**src/design/chf_pkg.sv**
```systemverilog
// Shared types and constants for the cholesky upper factor core.
// Holds the arithmetic unit operation codes and request struct; no dependencies.
package chf_pkg;

	// default largest matrix order
	localparam int MAX_ORDER_DEF = 8;

	// configuration register width and reset value
	localparam int ORD_W = 4;
	localparam logic [ORD_W-1:0] ORDER_RESET = 4'd8;

	// data widths
	localparam int DATA_W = 32;
	localparam int ROOT_W = 24;
	localparam int PROD_W = 64;

	// arithmetic unit operation codes
	localparam logic [1:0] OP_SQRT = 2'd0;
	localparam logic [1:0] OP_DIV  = 2'd1;
	localparam logic [1:0] OP_MUL  = 2'd2;

	// request from sequencer to arithmetic unit
	typedef struct packed {
		logic       start;
		logic [1:0] op;
	} chf_req_t;

endpackage

```
**src/design/chf_alu.sv**
```systemverilog
// Shared arithmetic unit: bit-serial square root, bit-serial division, registered multiply.
// Depends on chf_pkg for operation codes and the request struct.
module chf_alu
	import chf_pkg::*;
(
	input  logic                     clk,
	input  logic                     arst_n,
	input  chf_req_t                 req,
	input  logic signed [DATA_W-1:0] opa,
	input  logic signed [DATA_W-1:0] opb,
	output logic                     busy,
	output logic                     done,
	output logic [ROOT_W-1:0]        root,
	output logic signed [DATA_W-1:0] quot,
	output logic signed [PROD_W-1:0] prod
);

	logic [1:0]        op_q;
	logic              busy_q;
	logic              done_q;
	logic [5:0]        cnt_q;
	// square root state
	logic [47:0]       rad_q;
	logic [25:0]       srem_q;
	logic [ROOT_W-1:0] root_q;
	// divider state
	logic [47:0]       dvd_q;
	logic [23:0]       drem_q;
	logic [23:0]       dsr_q;
	logic              neg_q;
	logic signed [PROD_W-1:0] prod_q;

	logic [27:0] s_rem_n;
	logic [27:0] s_trial;
	logic [24:0] d_rem_n;
	logic [24:0] d_dsr;
	logic [31:0] mag;

	// one step of each iteration
	always_comb begin
		s_rem_n = {srem_q, rad_q[47:46]};
		s_trial = {2'b00, root_q, 2'b01};
		d_rem_n = {drem_q, dvd_q[47]};
		d_dsr   = {1'b0, dsr_q};
		mag     = opa[31] ? 32'(-opa) : 32'(opa);
	end

	// sequencing of the unit
	always_ff @(posedge clk or negedge arst_n) begin
		if (!arst_n) begin
			busy_q <= 1'b0;
			done_q <= 1'b0;
			cnt_q  <= '0;
			op_q   <= OP_SQRT;
		end else begin
			done_q <= 1'b0;
			if (req.start) begin
				op_q <= req.op;
				case (req.op)
					OP_SQRT: begin
						busy_q <= 1'b1;
						cnt_q  <= 6'd24;
					end
					OP_DIV: begin
						busy_q <= 1'b1;
						cnt_q  <= 6'd48;
					end
					default: begin
						busy_q <= 1'b0;
						done_q <= 1'b1;
					end
				endcase
			end else if (busy_q) begin
				cnt_q <= cnt_q - 6'd1;
				if (cnt_q == 6'd1) begin
					busy_q <= 1'b0;
					done_q <= 1'b1;
				end
			end
		end
	end

	// datapath registers
	always_ff @(posedge clk) begin
		if (req.start) begin
			case (req.op)
				OP_SQRT: begin
					rad_q  <= {opa, 16'h0000};
					srem_q <= '0;
					root_q <= '0;
				end
				OP_DIV: begin
					dvd_q  <= {mag, 16'h0000};
					drem_q <= '0;
					dsr_q  <= opb[23:0];
					neg_q  <= opa[31];
				end
				default: begin
					prod_q <= opa * opb;
				end
			endcase
		end else if (busy_q) begin
			if (op_q == OP_SQRT) begin
				rad_q <= {rad_q[45:0], 2'b00};
				if (s_rem_n >= s_trial) begin
					srem_q <= 26'(s_rem_n - s_trial);
					root_q <= {root_q[ROOT_W-2:0], 1'b1};
				end else begin
					srem_q <= s_rem_n[25:0];
					root_q <= {root_q[ROOT_W-2:0], 1'b0};
				end
			end else begin
				if (d_rem_n >= d_dsr) begin
					drem_q <= 24'(d_rem_n - d_dsr);
					dvd_q  <= {dvd_q[46:0], 1'b1};
				end else begin
					drem_q <= d_rem_n[23:0];
					dvd_q  <= {dvd_q[46:0], 1'b0};
				end
			end
		end
	end

	// saturate the signed quotient
	always_comb begin
		if (!neg_q) begin
			if (dvd_q > 48'h0000_7FFF_FFFF) quot = 32'sh7FFF_FFFF;
			else                            quot = signed'(dvd_q[31:0]);
		end else begin
			if (dvd_q > 48'h0000_8000_0000) quot = 32'sh8000_0000;
			else                            quot = signed'(32'(-dvd_q[31:0]));
		end
	end

	assign busy = busy_q;
	assign done = done_q;
	assign root = root_q;
	assign prod = prod_q;

endmodule

```
**config.mk**
```make
export PLATFORM = sky130hd
export DESIGN_NAME = chf_alu
export DESIGN_NICKNAME = d
export VERILOG_FILES = /design/src/design/chf_pkg.sv /design/src/design/chf_alu.sv
export SDC_FILE = /design/constraint.sdc
export NUM_CORES = 2
export LEC_CHECK = 0
export BUFFER_PORTS_ARGS = -buffer_cell sky130_fd_sc_hd__buf_2
export CAP_MARGIN = 0
export CORE_MARGIN = 3
export CORE_UTILIZATION = 55
export CTS_CLUSTER_DIAMETER = 100
export DETAILED_ROUTE_END_ITERATION = 10
export GPL_TIMING_DRIVEN = 0
export HOLD_SLACK_MARGIN = 0.03
export PLACE_DENSITY = 0.75
export SYNTH_ARGS = -nofsm -noshare
export SYNTH_HDL_FRONTEND = slang
export SYNTH_SLANG_ARGS = --single-unit
```
**constraint.sdc**
```tcl
create_clock -name clk -period 13.21 [get_ports clk]
set_input_delay 1.321 -clock clk [delete_from_list [all_inputs] [get_ports clk]]
set_output_delay 1.321 -clock clk [all_outputs]
set_load 0.02 [all_outputs]
```
Word-level counts from Yosys, hierarchy flattened
Index checks and enable logic that the tools add are counted.

cells by class
  $add $sub $neg = 5
  $mul = 1
  magnitude comparators = 4
  equal/unequal tests = 6
  multiplexer cells = 39
  bitwise logic cells = 1
  reductions and logical operators = 10

operators with widths
  cell                    count
  $mux W48                8
  $mux W24                9
  $mux W26                5
  $mux W32                4
  $mul A32 B32 Y64        1
  $neg A32 Y32            2
  $gt A48 B31 Y1 const B  1
  $gt A48 B32 Y1 const B  1
  $ge A28 B26 Y1          1
  $sub A26 B26 Y26        1
  $ge A25 B24 Y1          1
  $sub A24 B24 Y24        1
  $mux W6                 2
  $pmux W6 S2             1
  $mux W1                 10
  $eq A6 B1 Y1 const B    1
  $reduce_and A2 Y1       3
  $reduce_and A3 Y1       2
  $sub A6 B1 Y6 const B   1
  $logic_not A2 Y1        2
  $ne A2 B1 Y1 const B    2
  $reduce_bool A2 Y1      2
  $ne A3 B1 Y1 const B    1
  $eq A2 B1 Y1 const B    1
  3 further kinds         3

word-level totals
  bits in registers = 269
  input port bits = 69
  output and inout port bits = 122
  word-level logic and storage cells = 78

Logic depth before layout (Yosys ltp)
  depth after elaboration = 5
  mapped depth = 30
  gate-level depth less buffers = 27

Worst setup path after synthesis
Ideal clock, no wire load.

  path type = input-to-reg
  start point = input port opa[31]
  end point = register prod_q[63] (netlist: prod[63]) (data pin)
  data arrival time = 9310 ps
  data required time = 12940 ps
  slack = 3630 ps
  stages on the path = 30
  path buffers = 3
  cells stage by stage = clkbuf_1 -> clkbuf_1 -> clkbuf_1 -> nand2_1 -> inv_1 -> fa_1 -> inv_1 -> fa_1 -> inv_1 -> fa_1 -> fa_1 -> inv_1 -> fa_1 -> inv_1 -> fa_1 -> inv_1 -> fa_1 -> inv_1 -> fa_1 -> ha_1 -> a21o_1 -> a21oi_1 -> o21ai_0 -> a21oi_1 -> nor2b_1 -> o21ai_0 -> nand2b_1 -> or4b_1 -> a2111oi_0 -> nor3b_1

on the way
  word-level cells in the longest chain between the ends = 1

ends and longest elaborated chain
  what                  line           RTL
  start, declared       chf_alu.sv:9   input logic signed [DATA_W-1:0] opa,
  $mul A32 B32 Y64      chf_alu.sv:99  prod_q <= opa * opb;
  end signal, assigned  chf_alu.sv:99
  end, declared         chf_alu.sv:31  logic signed [PROD_W-1:0] prod_q;

Every way passes these cells.
A chain may end at the register's enable or synchronous reset.

Final worst setup path
Ends and elaborated chain as after synthesis.

==> impl_summary.txt <==
----------------------------------------------------
[STA]
  Final TNS setup ... 0 ns
  Number of pins exceeding their max-slew limit in the final report ... 0
  Worst slew pin tran ... 1.174 ns
  Min Tclk post-route ... 11.04 ns
  Hold WS ... 0.4967 ns
  Worst path setup slack after routing ... 2.174 ns
  Fraction of the cycle the final worst path needs ... 83.54%
  Endpoints failing setup ... 0
  Setup repair after global routing missed its margin ... no
  Worst slew slack as a fraction of its limit ... 21.74%
  Final hold violation count ... 0
  Maximum frequency from static timing analysis ... 0.09062 GHz
  Clock tree skew after final layout ... 0.01216 ns

[Placed design]
  Number of port buffers ... 161
  Global placement routability congestion ... 1.053
  HPWL Detailed ... 132.8 mm
  Place WS ... 1.666 ns
  Total placed instance area ... 52,580 sq um

[Clock network]
  CTS Buf Count ... 31
  CTS max path bufs ... 3
  TritonCTS clock tree ... built
  Skew-Pair Late Insertion Delay ... 0.63 ns
  # Post-CTS Setup Buffers ... 0
  Count of H-tree levels built during CTS ... 1
  Number of gates resized after cts ... 0
  Clock tree root driver cell ... sky130_fd_sc_hd__clkbuf_16
  TritonCTS sink count ... 253
  Hold bufs inserted after CTS ... 0
  Clock Pin Slew Worst Setup and Hold Paths ... 0.06 ns

[Routing]
  # DRC ... 0
  Initial DRC Count ... 3,350
  Number of vias in the routed layout ... 37,770
  Count of antenna-violating nets left after detailed routing ... 0
  Pre-antenna DRT Iters ... 8
  Aggregate routed wire length ... 155.9 mm
  WL/cell ... 23.60 um
  Post-DR vias/cell ... 5.718

[Layout]
  Synth-to-Final Area Change ... 7.205%
  Number of fillers in the final layout ... 7,807
  Proportion of layout cells with a drive suffix above 1 ... 5.261%
  Total Nets Final ... 6,782
  Cell area after layout ... 53,670 sq um

[Global routing]
  Maximum number of pins on one net before global-route repair ... 45
  Vias in the first global route ... 39,530
  GRT Residual Overflow ... 0
  Antenna violations before repair ... 17
  First-pass GRT wire length ... 240.6 mm
  Global routing usage summed across all routing layers ... 34.00%

[Yosys]
  Post-synth net total ... 6,577
  Synth warnings ... 0
  Gate Count Post-Synth ... 5,187
  Unique masters post-synth ... 76
  Summed instance area of the synthesized netlist ... 50,070 sq um
  Cell types with the largest area share after synthesis ... sky130_fd_sc_hd__fa_1 (43%), sky130_fd_sc_hd__edfxtp_1 (15%), sky130_fd_sc_hd__inv_1 (8.2%), sky130_fd_sc_hd__and2_1 (6.5%), sky130_fd_sc_hd__ha_1 (5.9%)
  Dominant cell type by area after synthesis ... sky130_fd_sc_hd__fa_1
  Synthesis-stage register bit count ... 253
  Fraction of the yosys area taken by sequential cells ... 15.07%
  Share of the synthesized area in the top cell type ... 43.30%
  Avg Synthesized Cell Area ... 9.652 sq um
  EDFF count, synth ... 243
  Top_reg_cell synth ... sky130_fd_sc_hd__edfxtp_1
  Share of async-settable or async-resettable flops after synthesis ... 3.953%

[Status]
  Run status ... complete, no violations

[Worst setup path]
  Critical Path Sink Type ... flop
  Maximum fanout along the worst path ... 10
  Delay of the slowest critical-path stage ... 0.89 ns
  Worst EP required ... 13.57 ns
  Category of the worst setup path launch point ... input port
  Master of the slowest instance on the critical path ... sky130_fd_sc_hd__fa_1
  CP Data Arrival Time ... 11.39 ns
  Cell with the most instances on the worst path ... sky130_fd_sc_hd__fa_1
  Worst setup path category ... in2reg

[Die]
  Chip height ... 307.7 um
  Horizontal extent of the die ... 307.7 um
  Initial cell density of the core ... 55.54%
  Top-level port count ... 191
  Floorplan die area ... 94,690 sq um
  Number of core rows ... 110
  Placeable core area ... 90,150 sq um

[Job]
  Max-cap violations ... 0

[Hold path]
  Worst Hold Class ... reg2reg

----------------------------------------------------
## cells by family (layout without fill, tap and decap cells)
family	Yosys count	in the layout	share of synthesized area [%]
multiplexers	72	72	1.514
other	0	12	0
AND/OR/NAND/NOR	1535	1535	15.15
adder cells (fa/ha/maj)	1321	1321	49.25
XOR/XNOR	143	143	2.502
flip-flops	253	253	15.07
AO/OA/AOI/OAI	475	475	6.078
buffers and inverters	1388	1618	10.43
## path summary, 6_finish.rpt
check | start | endpoint | slack, ns | depth (start not counted)
setup / recovery | opa[31] | prod[63]$_DFFE_PP_ | 2.17 | 31
hold / removal | cnt_q[4]$_DFFE_PN0P_ | cnt_q[4]$_DFFE_PN0P_ | 0.50 | 1
setup reg to reg | root[0]$_SDFFCE_PP0P_ | srem_q[21]$_SDFFCE_PP0P_ | 9.29 | 15
hold reg to reg | cnt_q[4]$_DFFE_PN0P_ | cnt_q[4]$_DFFE_PN0P_ | 0.50 | 1
max in group asynchronous | arst_n | cnt_q[1]$_DFFE_PN0P_ | 12.45 | 1
min in group asynchronous | arst_n | busy$_DFF_PN0_ | 0.55 | 1
## Yosys cell counts (54+ instances only)
| master | count |
|---|---|
| sky130_fd_sc_hd__inv_1 | 1100 |
| sky130_fd_sc_hd__nor2_1 | 222 |
| sky130_fd_sc_hd__and2_1 | 523 |
| sky130_fd_sc_hd__nand2_1 | 585 |
| sky130_fd_sc_hd__clkbuf_1 | 269 |
| sky130_fd_sc_hd__ha_1 | 238 |
| sky130_fd_sc_hd__fa_1 | 1083 |
| sky130_fd_sc_hd__o21ai_0 | 81 |
| sky130_fd_sc_hd__a21oi_1 | 162 |
| sky130_fd_sc_hd__xnor2_1 | 79 |
| sky130_fd_sc_hd__edfxtp_1 | 243 |
| sky130_fd_sc_hd__a21o_1 | 54 |
| sky130_fd_sc_hd__xor2_1 | 64 |
## area by class of cell
cell class,instances,area [sq um],area share [%]
inverters,1100,4131,7.697
well taps,1176,1471,2.741
plain buffers,288,1091,2.033
clock buffers,41,853.3,1.590
multi-input cells,3546,37340,69.57
clock inverters,17,205.2,0.3823
flip-flops and latches,253,7547,14.06
repair buffers,172,1005,1.872
diodes,12,30.03,0.05595
## layout by cell type (no fill, tap or decap), types with 30 or more instances in the layout
cell and instances:
sky130_fd_sc_hd__mux2_2 30, sky130_fd_sc_hd__nor2_1 221, sky130_fd_sc_hd__edfxtp_1 243, sky130_fd_sc_hd__inv_1 1099, sky130_fd_sc_hd__clkbuf_1 275, sky130_fd_sc_hd__mux2i_1 42
sky130_fd_sc_hd__xor2_1 64, sky130_fd_sc_hd__buf_2 163, sky130_fd_sc_hd__nor3_1 36, sky130_fd_sc_hd__nand2_1 585, sky130_fd_sc_hd__xnor2_1 79, sky130_fd_sc_hd__and2_1 523
sky130_fd_sc_hd__nor2b_1 30, sky130_fd_sc_hd__o21ai_0 81, sky130_fd_sc_hd__a21oi_1 162, sky130_fd_sc_hd__clkbuf_16 31, sky130_fd_sc_hd__fa_1 1082, sky130_fd_sc_hd__ha_1 238
sky130_fd_sc_hd__a21o_1 54
## state kept, by name, indices dropped and copies added (netlist names)
register / count
drem_q: 24
dsr_q: 24
done: 1
busy: 1
rad_q: 32
cnt_q: 6
op_q: 2
dvd_q: 48
prod: 64
srem_q: 26
root: 24
neg_q: 1
## critical path: cells and delay by family
family | cells | cell delay [ns]
adders and majority gates | 9 | 4.69
buffers and inverters | 11 | 3.06
AOI/OAI and AO/OA | 6 | 1.27
and+or+nand+nor | 5 | 1.03
## per-stage QoR
stage | utilization (%) | std cells
2_1_floorplan | - | 5187
3_3_place_gp | 58.06 | 6524
3_5_place_dp | 58.33 | 6535
4_1_cts | 59.50 | 6593
5_1_grt | 59.52 | 6597
6_report | 59.54 | 6605
## per-layer routing
metal / vias up / global-route usage (%) / wire [um]
met1: 19110 / 44.24 / 58350
met4: 8 / 16.56 / 9663
met3: 534 / 8.617 / 16720
met5: - / 0 / 57
li1: 16130 / - / -
met2: 1987 / 53.51 / 71110
Power is left out: the tool's default activity adds up to more than one toggle a clock period on the data nets, which glitch-free logic cannot reach.
